--- config.mk ---
export PLATFORM = sky130hd
export DESIGN_NAME = base64_stream_decoder_top
export DESIGN_NICKNAME = d
export VERILOG_FILES = /design/src/rtl/core/b64d_pkg.sv /design/src/rtl/core/base64_stream_decoder_top.sv /design/src/rtl/core/b64d_in_stage.sv /design/src/rtl/core/b64d_core.sv
export SDC_FILE = /design/constraint.sdc
export NUM_CORES = 1
export LEC_CHECK = 0
export BUFFER_PORTS_ARGS = -buffer_cell sky130_fd_sc_hd__buf_2
export CAP_MARGIN = 15
export CORE_MARGIN = 2
export CORE_UTILIZATION = 58
export DETAILED_ROUTE_END_ITERATION = 10
export PLACE_DENSITY = 0.8
export RECOVER_POWER = 50
export SLEW_MARGIN = 20
export SYNTH_ARGS = -nofsm -noshare
export SYNTH_HDL_FRONTEND = slang
export SYNTH_SLANG_ARGS = --single-unit
--- constraint.sdc ---
create_clock -name clk -period 3.9 [get_ports clk]
set_input_delay 0.975 -clock clk [delete_from_list [all_inputs] [get_ports clk]]
set_output_delay 0.975 -clock clk [all_outputs]
set_load 0.01 [all_outputs]
--- src/rtl/core/b64d_pkg.sv ---
package b64d_pkg;

  localparam int unsigned CharW  = 8;
  localparam int unsigned CountW = 10;
  localparam int unsigned ClassW = 7;

  localparam logic [ClassW-1:0] CLS_PAD = 7'd64;
  localparam logic [ClassW-1:0] CLS_BAD = 7'd65;

  localparam logic [CountW-1:0] CAPACITY_RST = 10'd1023;

  // held input item between the input register and the decoder
  typedef struct packed {
    logic              valid;
    logic [CharW-1:0]  ch;
    logic              last;
  } in_item_t;

  // 0..63 sextet value, CLS_PAD for '=', CLS_BAD otherwise
  function automatic logic [ClassW-1:0] char_class(input logic [CharW-1:0] ch);
    logic [ClassW-1:0] cls;
    cls = CLS_BAD;
    if (ch >= 8'h41 && ch <= 8'h5a) begin
      cls = {1'b0, ch[5:0] - 6'h01};
    end else if (ch >= 8'h61 && ch <= 8'h7a) begin
      cls = {1'b0, ch[5:0] - 6'h21 + 6'd26};
    end else if (ch >= 8'h30 && ch <= 8'h39) begin
      cls = {1'b0, ch[5:0] - 6'h30 + 6'd52};
    end else if (ch == 8'h2b) begin
      cls = 7'd62;
    end else if (ch == 8'h2f) begin
      cls = 7'd63;
    end else if (ch == 8'h3d) begin
      cls = CLS_PAD;
    end
    return cls;
  endfunction

endpackage

--- src/rtl/core/base64_stream_decoder_top.sv ---
// Strict base64 stream decoder, one source character per item.
// Input channel: in_valid/in_stall with in_char and in_last_char, which
// marks the final character of a message. Result channel: out_valid/
// out_stall with out_byte, out_byte_valid, out_done_res, out_decode_error
// and out_byte_count. Every input item gives exactly one result item.
// cfg_valid/cfg_ready writes the output capacity; cfg_ready is always high
// and writes are expected only while the decoder is idle.
// An accepted item first sits in the input register, then the decode logic
// loads the result register, which drives the ports. Throughput is one item
// per cycle while the receiver does not stall, set by the combinational
// decode and state update between those two registers.
// When the receiver stalls, the result holds, the input register fills and
// in_stall rises in the same cycle, so nothing is lost or repeated.
// Reset clears the message state and the valid flags of both pipeline
// registers and sets the capacity to 1023. The message state also returns to
// reset after each item flagged last; out_decode_error with out_done_res tells
// the caller to discard the bytes of that message.
module base64_stream_decoder_top (
  input  logic                         clk,
  input  logic                         rst_n,
  input  logic                         in_valid,
  output logic                         in_stall,
  input  logic [b64d_pkg::CharW-1:0]   in_char,
  input  logic                         in_last_char,
  output logic                         out_valid,
  input  logic                         out_stall,
  output logic [7:0]                   out_byte,
  output logic                         out_byte_valid,
  output logic                         out_done_res,
  output logic                         out_decode_error,
  output logic [b64d_pkg::CountW-1:0]  out_byte_count,
  input  logic                         cfg_valid,
  output logic                         cfg_ready,
  input  logic [b64d_pkg::CountW-1:0]  cfg_out_capacity
);

  b64d_pkg::in_item_t           item;
  logic                         advance;
  logic [b64d_pkg::CountW-1:0]  capacity_r;

  assign cfg_ready = 1'b1;

  always_ff @(posedge clk) begin
    if (!rst_n) begin
      capacity_r <= b64d_pkg::CAPACITY_RST;
    end else if (cfg_valid && cfg_ready) begin
      capacity_r <= cfg_out_capacity;
    end
  end

  b64d_in_stage u_in_stage (
    .clk          (clk),
    .rst_n        (rst_n),
    .in_valid     (in_valid),
    .in_stall     (in_stall),
    .in_char      (in_char),
    .in_last_char (in_last_char),
    .advance      (advance),
    .item         (item)
  );

  b64d_core u_core (
    .clk              (clk),
    .rst_n            (rst_n),
    .item             (item),
    .advance          (advance),
    .capacity         (capacity_r),
    .out_valid        (out_valid),
    .out_stall        (out_stall),
    .out_byte         (out_byte),
    .out_byte_valid   (out_byte_valid),
    .out_done_res     (out_done_res),
    .out_decode_error (out_decode_error),
    .out_byte_count   (out_byte_count)
  );

endmodule

--- src/rtl/core/b64d_in_stage.sv ---
module b64d_in_stage (
  input  logic                        clk,
  input  logic                        rst_n,
  input  logic                        in_valid,
  output logic                        in_stall,
  input  logic [b64d_pkg::CharW-1:0]  in_char,
  input  logic                        in_last_char,
  input  logic                        advance,
  output b64d_pkg::in_item_t          item
);

  logic                       valid_r;
  logic [b64d_pkg::CharW-1:0] ch_r;
  logic                       last_r;
  logic                       take;

  assign in_stall = valid_r && !advance;
  assign take     = in_valid && !in_stall;

  always_ff @(posedge clk) begin
    if (!rst_n) begin
      valid_r <= 1'b0;
    end else if (take) begin
      valid_r <= 1'b1;
    end else if (advance) begin
      valid_r <= 1'b0;
    end
  end

  always_ff @(posedge clk) begin
    if (take) begin
      ch_r   <= in_char;
      last_r <= in_last_char;
    end
  end

  assign item.valid = valid_r;
  assign item.ch    = ch_r;
  assign item.last  = last_r;

endmodule

--- src/rtl/core/b64d_core.sv ---
module b64d_core (
  input  logic                         clk,
  input  logic                         rst_n,
  input  b64d_pkg::in_item_t           item,
  output logic                         advance,
  input  logic [b64d_pkg::CountW-1:0]  capacity,
  output logic                         out_valid,
  input  logic                         out_stall,
  output logic [7:0]                   out_byte,
  output logic                         out_byte_valid,
  output logic                         out_done_res,
  output logic                         out_decode_error,
  output logic [b64d_pkg::CountW-1:0]  out_byte_count
);

  typedef enum logic [2:0] {
    PH_FIRST  = 3'd0,
    PH_SECOND = 3'd1,
    PH_THIRD  = 3'd2,
    PH_FOURTH = 3'd3,
    PH_PAD    = 3'd4
  } phase_t;

  phase_t                      phase_r, phase_nxt;
  logic [5:0]                  held_r, held_nxt;
  logic                        closed_r, closed_nxt;
  logic                        err_r, err_nxt;
  logic [b64d_pkg::CountW-1:0] count_r, count_nxt;

  logic                        out_valid_r;
  logic [7:0]                  byte_r;
  logic                        bvalid_r, done_r, derr_r;
  logic [b64d_pkg::CountW-1:0] bcount_r;

  logic [b64d_pkg::ClassW-1:0] cls;
  logic                        is_data, is_pad;
  logic                        have, emit;
  logic [7:0]                  dec_byte;

  assign advance = item.valid && (!out_valid_r || !out_stall);

  assign cls     = b64d_pkg::char_class(item.ch);
  assign is_data = !cls[6];
  assign is_pad  = (cls == b64d_pkg::CLS_PAD);

  always_comb begin
    phase_nxt  = phase_r;
    held_nxt   = held_r;
    closed_nxt = closed_r;
    err_nxt    = err_r;
    have       = 1'b0;
    dec_byte   = 8'h00;
    if (closed_r) begin
      err_nxt = 1'b1;
    end else begin
      case (phase_r)
        PH_FIRST: begin
          if (is_data) begin
            held_nxt  = cls[5:0];
            phase_nxt = PH_SECOND;
          end else begin
            err_nxt = 1'b1;
          end
        end
        PH_SECOND: begin
          if (is_data) begin
            have      = 1'b1;
            dec_byte  = {held_r, cls[5:4]};
            held_nxt  = cls[5:0];
            phase_nxt = PH_THIRD;
          end else begin
            err_nxt = 1'b1;
          end
        end
        PH_THIRD: begin
          if (is_data) begin
            have      = 1'b1;
            dec_byte  = {held_r[3:0], cls[5:2]};
            held_nxt  = cls[5:0];
            phase_nxt = PH_FOURTH;
          end else if (is_pad) begin
            phase_nxt = PH_PAD;
          end else begin
            err_nxt = 1'b1;
          end
        end
        PH_FOURTH: begin
          if (is_data) begin
            have      = 1'b1;
            dec_byte  = {held_r[1:0], cls[5:0]};
            held_nxt  = 6'd0;
            phase_nxt = PH_FIRST;
          end else if (is_pad) begin
            closed_nxt = 1'b1;
          end else begin
            err_nxt = 1'b1;
          end
        end
        default: begin
          if (is_pad) begin
            closed_nxt = 1'b1;
          end else begin
            err_nxt = 1'b1;
          end
        end
      endcase
    end

    emit      = 1'b0;
    count_nxt = count_r;
    if (have) begin
      if (err_nxt || count_r >= capacity) begin
        err_nxt = 1'b1;
      end else begin
        emit      = 1'b1;
        count_nxt = count_r + 1'b1;
      end
    end

    // message ended mid-group after one character, or on a lone third pad
    if (item.last && !closed_nxt && (phase_nxt == PH_SECOND || phase_nxt == PH_PAD)) begin
      err_nxt = 1'b1;
    end
  end

  always_ff @(posedge clk) begin
    if (!rst_n) begin
      phase_r     <= PH_FIRST;
      held_r      <= 6'd0;
      closed_r    <= 1'b0;
      err_r       <= 1'b0;
      count_r     <= '0;
      out_valid_r <= 1'b0;
    end else begin
      if (advance) begin
        out_valid_r <= 1'b1;
        byte_r      <= emit ? dec_byte : 8'h00;
        bvalid_r    <= emit;
        done_r      <= item.last;
        derr_r      <= err_nxt;
        bcount_r    <= count_nxt;
        if (item.last) begin
          phase_r  <= PH_FIRST;
          held_r   <= 6'd0;
          closed_r <= 1'b0;
          err_r    <= 1'b0;
          count_r  <= '0;
        end else begin
          phase_r  <= phase_nxt;
          held_r   <= held_nxt;
          closed_r <= closed_nxt;
          err_r    <= err_nxt;
          count_r  <= count_nxt;
        end
      end else if (!out_stall) begin
        out_valid_r <= 1'b0;
      end
    end
  end

  assign out_valid        = out_valid_r;
  assign out_byte         = byte_r;
  assign out_byte_valid   = bvalid_r;
  assign out_done_res     = done_r;
  assign out_decode_error = derr_r;
  assign out_byte_count   = bcount_r;

endmodule

==> flow_summary.yaml <==
status:
  status: "complete, but fails checks"
  violations: "max-capacitance violations, max-slew violations"
logic_synthesis:
  synth_common_cells: "nand2_1 (40), dfxtp_1 (33), edfxtp_1 (30)"
  ys_ff_latch: 63
  async_flop_share: 0
  synth_cells: 412
  netlist_area_um2: 3820
  synth_edf_count: 30
  ys_seq_area_frac: 0.409
  ys_top_cells_by_area: "edfxtp_1 (24%), dfxtp_1 (17%), ha_1 (6.6%)"
  synth.avg_cell_area_um2: 9.26
  synth_nets: 456
  synth_top_area_frac: 0.236
  yosys.area.top_type: "edfxtp_1"
  ys.flop_type: "dfxtp_1"
  synth_warnings: 0
  synth.most_common_cell: "nand2_1"
  synth.distinct_cells: 69
worst_setup_path:
  cp_slowest_cell: "clkbuf_1"
  cpMostUsedCell: "clkbuf_1"
  regToRegSetupSlack_ns: 0.61
  critPathCaptureType: "flop"
  cp_cell_sequence: "clkbuf_1 -> and3_1 -> clkbuf_1"
  crit_required_ns: 3.85
  critPathLaunch: "rst_n"
  crit_path_max_fanout: 36
  crit_type: "in2reg"
  worstPathArrival_ns: 3.26
  cp_slowest_stage_delay_ns: 1.07
  r2r_start: "u_in_stage.ch_r[1]"
  critPathLaunchType: "primary input"
floorplan:
  coreArea_um2: 6350
  io_pins: 48
  num_rows: 29
  die_h_um: 85.1
  die_area_um2: 7240
  die_w_um: 85.1
  start_util: 0.601
power:
  swShare: 0.245
  power_frac_seq: 0.494
  ir_drop_mv: 0.262
  p_sw_uw: 364
  pwr-share-comb: 0.098
  p_int_mw: 1.12
  p_total_mw: 1.49
  powerDensity_nw_per_um2: 351
  p_leak_nw: 1.55
  p_clk_frac: 0.408
finish:
  finalInstanceArea_um2: 4230
  antenna_cells: 0
  nets: 492
  drive_gt1_frac: 0.121
  multi_input_comb_area_um2: 2060
  seq_area_um2: 1560
  fill_cells: 505
  utilization: 0.666
  area_growth_pct: 10.8
timing:
  fin_tns_setup_ns: 0
  drv_slew: 37
  skew_ns: 0.0111
  period_share: 0.848
  fmax_mhz: 302
  setup_viol: 0
  hold_viol: 0
  worstMarginPinSlew_ns: 1.51
  maxSlewHeadroom: -0.00715
  setup_slack_ns: 0.591
  rsz0062_at_grt: "false"
  period_needed_ns: 3.31
min_path:
  hp-start: "u_core.held_r[5]"
  hold_class: "reg2reg"
route:
  viasPerCell: 6.25
  antenna_left: 0
  wl_per_cell_um: 16.0
  num_vias: 3310
  routed_wl_um: 8490
  drcViolationCount: 0
  drt_iter0_drc: 257
  firstDrtPassIters: 5
grt:
  grt_max_degree: 37
  grt_pass1_wl_um: 13900
  gr-usage-all-layers: 0.241
  grt_pass1_vias: 2827
  antenna_found_initial: 0
  gr-total-overflow: 0
clock_tree:
  h-tree-depth: 3
  cts-root-buf: "clkbuf_8"
  cts_sinks: 63
  insertion_delay_ns: 0.35
  clk_path_buf_depth: 2
  cts.clk_slew.worst_paths_ns: 0.07
  cts_inserted_buffers: 9
  cts_resized: 0
  hold_buffers: 0
  cts_tree: "yes"
  cts_setup_buffers: 0
placement:
  dp_hpwl_um: 6100
  dp_slack_ns: 0.652
  gp_congestion: 0.938
  io_buffers: 46
  placed_area_um2: 4060
job:
  maxCapViolCount: 1
-- power groups by stage --
stage / registers [mW] / clock network (mW) / logic, mW
6_report: 0.734 / 0.606 / 0.146
5_1_grt: 0.737 / 0.634 / 0.162
4_1_cts: 0.733 / 0.609 / 0.147
3_5_place_dp: 0.748 / 0 / 0.146
3_3_place_gp: 0.747 / 0 / 0.145
2_1_floorplan: 0.744 / 0 / 0.104
-- critical path, delay by kind of cell --
family	cells	cell delay [ns]
buffers and inverters	2	1.97
AND/OR/NAND/NOR	1	0.31
-- registers in the layout, indices dropped and copies added (netlist names) --
| name | count |
|---|---|
| u_core.out_done_res | 1 |
| u_core.err_r | 1 |
| u_core.out_byte_count | 10 |
| u_core.held_r | 6 |
| u_in_stage.last_r | 1 |
| u_core.out_byte_valid | 1 |
| u_core.phase_r | 3 |
| capacity_r | 10 |
| u_in_stage.valid_r | 1 |
| u_core.count_r | 10 |
| u_core.out_byte | 8 |
| u_core.out_valid | 1 |
| u_core.out_decode_error | 1 |
| u_core.closed_r | 1 |
| u_in_stage.ch_r | 8 |
-- path summary, 6_finish.rpt --
check,end,cells past startpoint
max,u_core.out_byte[4],3
min,u_core.held_r[5],2
max reg2reg,u_core.out_byte_count[3],10
min reg2reg,u_core.held_r[5],2
-- layout make-up --
type / count / share of cell area
Sequential cell: 63 / 0.369
Clock buffer: 10 / 0.0302
Inverter: 24 / 0.0213
Timing Repair Buffer: 49 / 0.0518
Multi-Input combinational cell: 301 / 0.487
Clock inverter: 6 / 0.0178
Tap cell: 77 / 0.0228
-- metal layers --
metal  GRT usage  part of all wire  vias up  wire length [um]
met1       0.352              0.48     1538              4040
met3      0.0418             0.066       20               564
met5           0                 0        -                 0
met2       0.357              0.44      153              3710
li1            -                 -     1599                 -
met4      0.0952             0.022        0               183
-- through the flow --
step	std cells	hold slack (ns)
final	530	0.476
after global routing	530	0.510
after CTS	530	0.480
after detailed placement	514	0.474
after global placement	514	0.456
after floorplan	412	0.440
-- cell usage in the layout (no fill, tap or decap), types with 3 or more instances in the layout --
cell and n:
mux2_2 3, clkbuf_1 26, and3_1 5, nor2b_1 11, nand3_1 21, edfxtp_1 30
clkinv_1 4, a311oi_1 4, a21o_1 3, a22oi_1 5, mux2i_1 6, o21a_1 9
a32oi_1 3, o21ai_0 23, nand4_1 6, nor2_1 18, ha_1 20, o22ai_1 6
nor4_1 4, and2_1 3, clkbuf_8 9, a21oi_1 18, nor3_1 8, o211ai_1 13
buf_2 22, inv_1 23, nand2_1 40, xnor2_1 9, a21boi_0 5, nand2b_1 4
a31oi_1 7, a211oi_1 5, dfxtp_1 33
-- cell families (layout without fill, tap and decap cells) --
| family | after synthesis | after routing | synth area share |
|---|---|---|---|
| and+or+nand+nor | 138 | 138 | 0.193 |
| AOI/OAI and AO/OA | 123 | 123 | 0.232 |
| DFF | 63 | 63 | 0.409 |
| buffers and inverters | 48 | 89 | 0.0511 |
| adders and majority gates | 20 | 20 | 0.0656 |
| xor gates and xnor gates | 10 | 10 | 0.0230 |
| muxes | 9 | 9 | 0.0246 |
| other | 1 | 1 | 0.000983 |
(Power assumes the default switching activity.)
